[src/design/gvi_pkg.sv]
`timescale 1ns / 1ps

package gvi_pkg;

   localparam int RADIUS_CELLS_DEFAULT = 16;
   localparam int THETA_CELLS_DEFAULT  = 16;
   localparam int PHI_CELLS_DEFAULT    = 16;
   localparam int ACTION_COUNT         = 7;

   localparam logic [1:0] CMD_WRITE  = 2'd0;
   localparam logic [1:0] CMD_UPDATE = 2'd1;
   localparam logic [1:0] CMD_SWAP   = 2'd2;
   localparam logic [1:0] CMD_UNUSED = 2'd3;

   localparam logic [1:0] REG_MOVE_REWARD = 2'd0;
   localparam logic [1:0] REG_DISCOUNT    = 2'd1;
   localparam logic [1:0] REG_ERROR_PROB  = 2'd2;

   localparam logic [2:0] ACT_STAY        = 3'd0;
   localparam logic [2:0] ACT_R_PLUS      = 3'd1;
   localparam logic [2:0] ACT_R_MINUS     = 3'd2;
   localparam logic [2:0] ACT_THETA_PLUS  = 3'd3;
   localparam logic [2:0] ACT_THETA_MINUS = 3'd4;
   localparam logic [2:0] ACT_PHI_PLUS    = 3'd5;
   localparam logic [2:0] ACT_PHI_MINUS   = 3'd6;

   // Offset that makes the dividend of the divide by six non-negative; it is
   // six times two to the 33rd, so the quotient is shifted by two to the 33rd.
   localparam logic [39:0] DIV_OFFSET   = 40'd51539607552;
   localparam logic [40:0] DIV_OFFSET_Q = 41'd8589934592;

   typedef enum logic [2:0] {
      ST_IDLE,
      ST_READ,
      ST_COLLECT,
      ST_FEED,
      ST_DRAIN,
      ST_COMMIT,
      ST_RESPOND
   } state_type;

   typedef struct packed {
      logic       valid;
      logic [2:0] action;
   } pipe_tag_type;

   // One radix-16 digit of a division by six: returns {quotient digit, remainder}.
   function automatic logic [6:0] div6_step(input logic [2:0] rem, input logic [3:0] digit);
      logic [6:0]  t;
      logic [12:0] scaled;
      logic [3:0]  q;
      logic [6:0]  r;
      t      = {rem, digit};
      scaled = 13'(t) * 13'd43;
      q      = scaled[11:8];
      r      = t - ((7'(q) << 2) + (7'(q) << 1));
      return {q, r[2:0]};
   endfunction

endpackage

[src/design/gvi_action_pipe.sv]
`timescale 1ns / 1ps

module gvi_action_pipe (
   input  logic                clock,
   input  logic                reset,
   input  gvi_pkg::pipe_tag_type in_tag,
   input  logic signed [31:0]  in_value,
   input  logic signed [34:0]  in_sum,
   input  logic [15:0]         error_prob,
   input  logic [15:0]         discount,
   input  logic signed [31:0]  move_reward,
   output gvi_pkg::pipe_tag_type out_tag,
   output logic signed [31:0]  out_total
);

   localparam logic signed [48:0] SAT_MAX = 49'sd2147483647;
   localparam logic signed [48:0] SAT_MIN = -49'sd2147483648;

   gvi_pkg::pipe_tag_type tag_ff [1:6];

   logic signed [31:0] value1_ff, value2_ff, value3_ff;
   logic signed [35:0] diff1_ff, diff1_in;
   logic signed [52:0] prod2_ff, prod2_in;
   logic [19:0]        qhi3_ff, qhi3_in;
   logic [2:0]         rem3_ff, rem3_in;
   logic [19:0]        ulo3_ff, ulo3_in;
   logic signed [31:0] e4_ff, e4_in;
   logic signed [48:0] prod5_ff, prod5_in;
   logic signed [31:0] tot6_ff, tot6_in;

   always_comb begin
      diff1_in = 36'(in_sum) - ((36'(in_value) <<< 3) - 36'(in_value));
      prod2_in = 53'(diff1_ff) * 53'($signed({1'b0, error_prob}));
   end

   always_comb begin
      logic signed [52:0] y;
      logic [52:0]        u_full;
      logic [39:0]        u;
      logic [2:0]         rem;
      logic [6:0]         step;
      y      = prod2_ff >>> 16;
      u_full = y + 53'(gvi_pkg::DIV_OFFSET);
      u      = u_full[39:0];
      rem    = 3'd0;
      qhi3_in = '0;
      for (int k = 0; k < 5; k++) begin
         step = gvi_pkg::div6_step(rem, u[39-4*k -: 4]);
         qhi3_in[19-4*k -: 4] = step[6:3];
         rem = step[2:0];
      end
      rem3_in = rem;
      ulo3_in = u[19:0];
   end

   always_comb begin
      logic [2:0]         rem;
      logic [6:0]         step;
      logic [19:0]        qlo;
      logic signed [40:0] qv;
      logic signed [40:0] e;
      rem = rem3_ff;
      qlo = '0;
      for (int k = 0; k < 5; k++) begin
         step = gvi_pkg::div6_step(rem, ulo3_ff[19-4*k -: 4]);
         qlo[19-4*k -: 4] = step[6:3];
         rem = step[2:0];
      end
      qv    = $signed({1'b0, qhi3_ff, qlo}) - $signed(gvi_pkg::DIV_OFFSET_Q);
      e     = 41'(value3_ff) + qv;
      e4_in = e[31:0];
   end

   always_comb begin
      logic signed [48:0] d;
      logic signed [48:0] tot;
      prod5_in = 49'(e4_ff) * 49'($signed({1'b0, discount}));
      d        = prod5_ff >>> 16;
      tot      = 49'(move_reward) + d;
      if (tot > SAT_MAX) begin
         tot6_in = 32'sh7FFFFFFF;
      end else if (tot < SAT_MIN) begin
         tot6_in = 32'sh80000000;
      end else begin
         tot6_in = tot[31:0];
      end
   end

   always_ff @(posedge clock) begin
      if (reset) begin
         for (int k = 1; k <= 6; k++) begin
            tag_ff[k] <= '0;
         end
      end else begin
         tag_ff[1] <= in_tag;
         for (int k = 2; k <= 6; k++) begin
            tag_ff[k] <= tag_ff[k-1];
         end
      end
   end

   always_ff @(posedge clock) begin
      value1_ff <= in_value;
      diff1_ff  <= diff1_in;
      value2_ff <= value1_ff;
      prod2_ff  <= prod2_in;
      value3_ff <= value2_ff;
      qhi3_ff   <= qhi3_in;
      rem3_ff   <= rem3_in;
      ulo3_ff   <= ulo3_in;
      e4_ff     <= e4_in;
      prod5_ff  <= prod5_in;
      tot6_ff   <= tot6_in;
   end

   assign out_tag   = tag_ff[6];
   assign out_total = tot6_ff;

endmodule

[config.mk]
export PLATFORM = sky130hd
export DESIGN_NAME = gvi_action_pipe
export DESIGN_NICKNAME = d
export VERILOG_FILES = /design/src/design/gvi_pkg.sv /design/src/design/gvi_action_pipe.sv
export SDC_FILE = /design/constraint.sdc
export NUM_CORES = 2
export LEC_CHECK = 0
export BUFFER_PORTS_ARGS = -buffer_cell sky130_fd_sc_hd__buf_2
export CAP_MARGIN = 10
export CORE_AREA = 2 2 294 296
export DETAILED_ROUTE_END_ITERATION = 8
export DIE_AREA = 0 0 296 298
export HOLD_SLACK_MARGIN = 0.02
export PLACE_DENSITY_LB_ADDON = 0.25
export SLEW_MARGIN = 20
export SYNTH_ARGS = -nofsm -noshare
export SYNTH_HDL_FRONTEND = slang
export SYNTH_SLANG_ARGS = --single-unit
[constraint.sdc]
create_clock -name clock -period 24.7 [get_ports clock]
set_clock_uncertainty 0.1 [all_clocks]
set_input_delay 1.235 -clock clock [delete_from_list [all_inputs] [get_ports clock]]
set_output_delay 1.235 -clock clock [all_outputs]
set_load 0.02 [all_outputs]
Word level (Yosys, flattened, before mapping)
Memories as Yosys holds them, arrays and structs flattened.
Index checks and enable logic that the tools add are counted.
- magnitude comparators: 2
- mux-type cells: 10
- $add $sub $neg: 24
- bitwise logic cells: 6
- $mul: 12
- operators with widths (cell ; number):
    multiplier 7 x 6 -> 12 bit (second input constant) ; 8
    multiplier 36 x 17 -> 53 bit ; 1
    multiplier 32 x 17 -> 49 bit ; 1
    adder 37 x 37 -> 38 bit (second input constant) ; 1
    subtractor 35 x 32 -> 36 bit ; 1
    subtractor 35 x 36 -> 36 bit ; 1
    adder 32 x 33 -> 34 bit ; 1
    greater-than comparator 34 x 32 -> 1 bit (second input constant) ; 1
    less-than comparator 34 x 32 -> 1 bit (second input constant) ; 1
    adder 32 bit ; 1
    2-to-1 mux 32 bit ; 1
    subtractor 32 x 1 -> 32 bit (second input constant) ; 1
    adder 3 bit ; 9
    subtractor 3 bit ; 9
    2-to-1 mux 4 bit ; 6
    multiplier 4 x 6 -> 10 bit (second input constant) ; 1
    multiplier 7 x 6 -> 10 bit (second input constant) ; 1
    OR 1 bit ; 6
    2-to-1 mux 1 bit ; 3
- memories kept: 1
- bits of input ports: 137
- bits in registers: 333
- output and inout bits: 36
- memory bits (writable): 24
- memory list (memory ; words ; bits a word ; read ports ; clocked after memory_dff ; write ports ; line ; RTL):
    tag_ff ; 6 ; 4 ; 6 ; 0 ; 6 ; gvi_action_pipe.sv:19 ; gvi_pkg::pipe_tag_type tag_ff [1:6];

Longest topological paths before layout
- depth after elaboration: 16
- mapped depth: 82
- depth with buffers taken out: 82

Worst setup path before layout
OpenSTA, ideal clock, no wires.
- path type: register to register
- start: reg rem3_ff[0]
- end: reg e4_ff[29]
- path buffers: 0
- setup slack: 7463 ps
- period minus slack after synthesis: 17237 ps
- stages on the path, launching flop included: 81
- arrival: 17014 ps
- library setup time: 123 ps
- data required time: 24477 ps
- cells stage by stage: dfxtp_1 -> ha_1 -> ha_1 -> fa_1 -> ha_1 -> a41o_1 -> a21o_1 -> a21o_1 -> a21oi_1 -> xnor2_1 -> ha_1 -> xnor2_1 -> xnor2_1 -> xnor2_1 -> inv_1 -> ha_1 -> inv_1 -> fa_1 -> [45 not listed] -> a21o_1 -> a21oi_1 -> nor2b_1 -> nor2_1 -> nor2b_1 -> o21a_1 -> nor2_1 -> ha_1 -> a21o_1 -> a2111oi_2 -> o31ai_1 -> o21a_1 -> a41o_1 -> o41ai_1 -> o21ai_1 -> nor3_1 -> o21ai_1 -> xor2_1
- cells in the longest elaborated chain, start to end: 15
- RTL lines (what ; line ; RTL):
    from (decl) ; gvi_action_pipe.sv:25 ; logic [2:0] rem3_ff, rem3_in;
    from (signal assigned) ; gvi_action_pipe.sv:109 ; rem3_ff <= rem3_in;
    multiplier 7 x 6 -> 12 bit * ; gvi_pkg.sv:54 ; scaled = 13'(t) * 13'd43;
    adder 3 bit ; gvi_pkg.sv:56 ; r = t - ((7'(q) << 2) + (7'(q) << 1));
    subtractor 3 bit ; gvi_pkg.sv:56 ;
    multiplier 7 x 6 -> 12 bit ; gvi_pkg.sv:54 ;
    adder 3 bit ; gvi_pkg.sv:56 ;
    subtractor 3 bit ; gvi_pkg.sv:56 ;
    multiplier 7 x 6 -> 12 bit ; gvi_pkg.sv:54 ;
    adder 3 bit ; gvi_pkg.sv:56 ;
    subtractor 3 bit ; gvi_pkg.sv:56 ;
    multiplier 7 x 6 -> 12 bit ; gvi_pkg.sv:54 ;
    adder 3 bit ; gvi_pkg.sv:56 ;
    subtractor 3 bit ; gvi_pkg.sv:56 ;
    multiplier 7 x 6 -> 12 bit ; gvi_pkg.sv:54 ;
    subtractor 32 x 1 -> 32 bit * ; gvi_action_pipe.sv:69 ; qv = $signed({1'b0, qhi3_ff, qlo}) - $signed(gvi_pkg::DIV_OFFSET_Q);
    adder 32 bit * ; gvi_action_pipe.sv:70 ; e = 41'(value3_ff) + qv;
    via e4_in[29] ; gvi_action_pipe.sv:27 ; logic signed [31:0] e4_ff, e4_in;
    to (signal assigned) ; gvi_action_pipe.sv:111 ; e4_ff <= e4_in;
    to (decl) ; gvi_action_pipe.sv:27 ;
Mark *: on every way through the listed nets, which the timed path passes. The rest lies on a longest branch.
A chain may end at the register's enable or synchronous reset.

Worst setup path in the final report
- start: reg ulo3_ff[19]
- end: reg e4_ff[28]
- cells in the longest elaborated chain, start to end: 15
- RTL lines (what ; line ; RTL):
    from (decl) ; gvi_action_pipe.sv:26 ; logic [19:0] ulo3_ff, ulo3_in;
    from (signal assigned) ; gvi_action_pipe.sv:110 ; ulo3_ff <= ulo3_in;
    multiplier 7 x 6 -> 12 bit * ; gvi_pkg.sv:54 ;
    adder 3 bit ; gvi_pkg.sv:56 ;
    subtractor 3 bit ; gvi_pkg.sv:56 ;
    multiplier 7 x 6 -> 12 bit ; gvi_pkg.sv:54 ;
    adder 3 bit ; gvi_pkg.sv:56 ;
    subtractor 3 bit ; gvi_pkg.sv:56 ;
    multiplier 7 x 6 -> 12 bit ; gvi_pkg.sv:54 ;
    adder 3 bit ; gvi_pkg.sv:56 ;
    subtractor 3 bit ; gvi_pkg.sv:56 ;
    multiplier 7 x 6 -> 12 bit ; gvi_pkg.sv:54 ;
    adder 3 bit ; gvi_pkg.sv:56 ;
    subtractor 3 bit ; gvi_pkg.sv:56 ;
    multiplier 7 x 6 -> 12 bit ; gvi_pkg.sv:54 ;
    subtractor 32 x 1 -> 32 bit * ; gvi_action_pipe.sv:69 ;
    adder 32 bit * ; gvi_action_pipe.sv:70 ;
    via e4_in[28] ; gvi_action_pipe.sv:27 ;
Marks and branches as above.

==> metrics.txt <==
status finished, final reports clean; initial core utilization 64.8%; max-slew violations 0; Avg Vias per Cell about 5.4; die area 0.0882 mm²; Crit. End Element register; Die Height 298 µm; port bufs 172; routed length per instance 17.3 µm; most frequent cells in the layout inv_1, fa_1, nand2_1, ha_1, and2_1; drt first pass iters 6; Post-synth EDFFs 0; share of cells above drive strength 1 4.49%; first-pass GRT wire length 208,000 µm; TritonCTS Buffers 38; clk buf depth 3; critical path class reg -> reg; pre-CTS WS between 5000 and 6000 ps; Worst-Skew Late Latency 580 ps; #FFs+latches synth 325; # resized after CTS 0; Core ar. 0.0849 mm²; r2r setup slk 5840 ps; largest net degree at the start of global routing 37; postcts setup bufs 0; post-synth cell types 68; startpoint types register; slowest cell delay on critical path 760 ps; max_cap viols 0; yosys warns 0; worst-margin pin slew approximately 1200 ps; # IOs 173; clock slew at reported path FFs 60 ps; CTS H-Tree Depth 2; RSZ-0062 raised after global routing no; vias in the first global route approximately 42,000; hold crit path type reg -> reg; Final Setup Violations 0; CTS sink count 325; gr ovfl total 0; area delta synth->final 5.54%; fin nets 7,798; CP Data Arrival Time 19,250 ps; commonest register cell after synthesis dfxtp_1; Filler cells 6,675; sequential area share after synthesis 11.8%; CP dominant cell by count xnor2_1; Vias 38,600; diode count 0; slowest CP cell a2111oi_0; Routed WL around 120,000 µm; Min Clock Period, post-route 18,860 ps; clock root buffer clkbuf_16; final worst setup slack 5840 ps; initial antenna violation count 3; final hold violations 0; antenna-violating nets left 0; final setup TNS 0 ps; DR iter-0 viols 2,151; # hold bufs at CTS 0; Fmax 0.0530 GHz; Slew HR about a fifth; CP max FO 4; die width 296 µm; Tcrit/Tclk final 76.4%; DRC 0; GRT Util Overall 29.5%; most common cell after layout, fill and taps aside inv_1; Placer Congestion around 0.89; row count 107; ys async rst share 0%; hpwl dp 97,200 µm; Syn Nets 7,758; syn_area_per_cell 9.31 µm²; CTS tree done; Synth Instances 5,906; worst path required time 25,090 ps; Post-Syn Area 0.0550 mm²
final timing paths:
check / start / to / depth (start not counted)
max reg2reg: ulo3_ff[19] / e4_ff[28] / 81
min reg2reg: prod2_ff[32] / ulo3_ff[16] / 0
min: prod2_ff[32] / ulo3_ff[16] / 0
max: ulo3_ff[19] / e4_ff[28] / 81
cells in the mapped netlist (all sizes together) (3+ instances only):
cell type | number | area share, %
inv | 1465 | 10
fa | 1115 | 41
nand2 | 745 | 5.1
ha | 600 | 14
and2 | 400 | 4.6
dfxtp | 325 | 12
clkbuf | 183 | 1.2
xnor2 | 171 | 2.7
a21oi | 129 | 1.2
nor2 | 125 | 0.85
a21o | 117 | 1.6
o21ai | 73 | 0.66
xor2 | 63 | 1.0
nor2b | 48 | 0.55
o21a | 44 | 0.60
nor3 | 41 | 0.37
nand3 | 32 | 0.29
nand2b | 22 | 0.25
and3 | 20 | 0.23
o21bai | 19 | 0.26
a211oi | 17 | 0.23
a31oi | 13 | 0.15
nand4 | 12 | 0.14
a41o | 10 | 0.18
or3 | 9 | 0.10
a31o | 8 | 0.13
buf | 7 | 0.082
o211ai | 7 | 0.096
a21boi | 6 | 0.082
a41oi | 6 | 0.096
o31ai | 6 | 0.082
a2111oi | 5 | 0.091
and4 | 5 | 0.080
a221oi | 4 | 0.064
a22oi | 4 | 0.055
nor3b | 4 | 0.055
o311ai | 4 | 0.064
o41ai | 4 | 0.064
or2 | 4 | 0.046
a211o | 3 | 0.048
a311oi | 3 | 0.059
a32oi | 3 | 0.048
layer usage:
metal  global-route usage [%]  wire [µm]  up-vias
met1                     37.2      48800    19200
met5                        0         50        -
li1                         -          -    17700
met4                     9.21       4030        6
met3                     6.29      10600      291
met2                     50.9      59900     1408
sequential cells by signal, summed over array words and instances (netlist names):
register and cells:
prod2_ff 37, diff1_ff 36, prod5_ff 33, e4_ff 32
out_total 32, value1_ff 32, value2_ff 32, value3_ff 32
tag_ff 24, ulo3_ff 20, qhi3_ff 12, rem3_ff 3
cell type report:
cell class              count  area [µm²]  area share, %
clock inverters            20         289          0.498
well taps                1144        1430           2.47
flip-flops and latches    325        6510           11.2
clock buffers              48        1060           1.82
repair buffers            190         996           1.72
multi-input cells        3926       42200           72.8
inverters                1465        5500           9.48
through the flow:
step	std cells	util [%]	hold WS, ps	cell area [µm²]
final	7118	68.4	221	58000
after CTS	7118	68.4	213	58000
after global placement	7050	66.8	210	56700
after floorplan	5906	-	210	55000
after detailed placement	7050	66.8	212	56700
after global routing	7118	68.4	230	58000
critical path: cells and delay by family (launching register included):
| family | cells | cell delay (ps) |
|---|---|---|
| adder cells (fa/ha/maj) | 25 | 8750 |
| buffers and inverters | 12 | 870 |
| AO/OA/AOI/OAI | 22 | 4720 |
| XOR/XNOR | 18 | 3450 |
| AND/OR/NAND/NOR | 4 | 410 |
| flip-flops | 1 | 430 |
cells by family after synthesis:
| logic type | Yosys count | synth area share (%) |
|---|---|---|
| simple gates | 1475 | 12.7 |
| mux | 3 | 0.0569 |
| xor+xnor | 234 | 3.73 |
| flops | 325 | 11.8 |
| buf+inv | 1655 | 11.3 |
| fa+ha+maj | 1715 | 54.3 |
| compound gates | 499 | 6.07 |
Power is not shown: default switching activity piles up to over one toggle a cycle in this logic, so the estimate is an artifact.
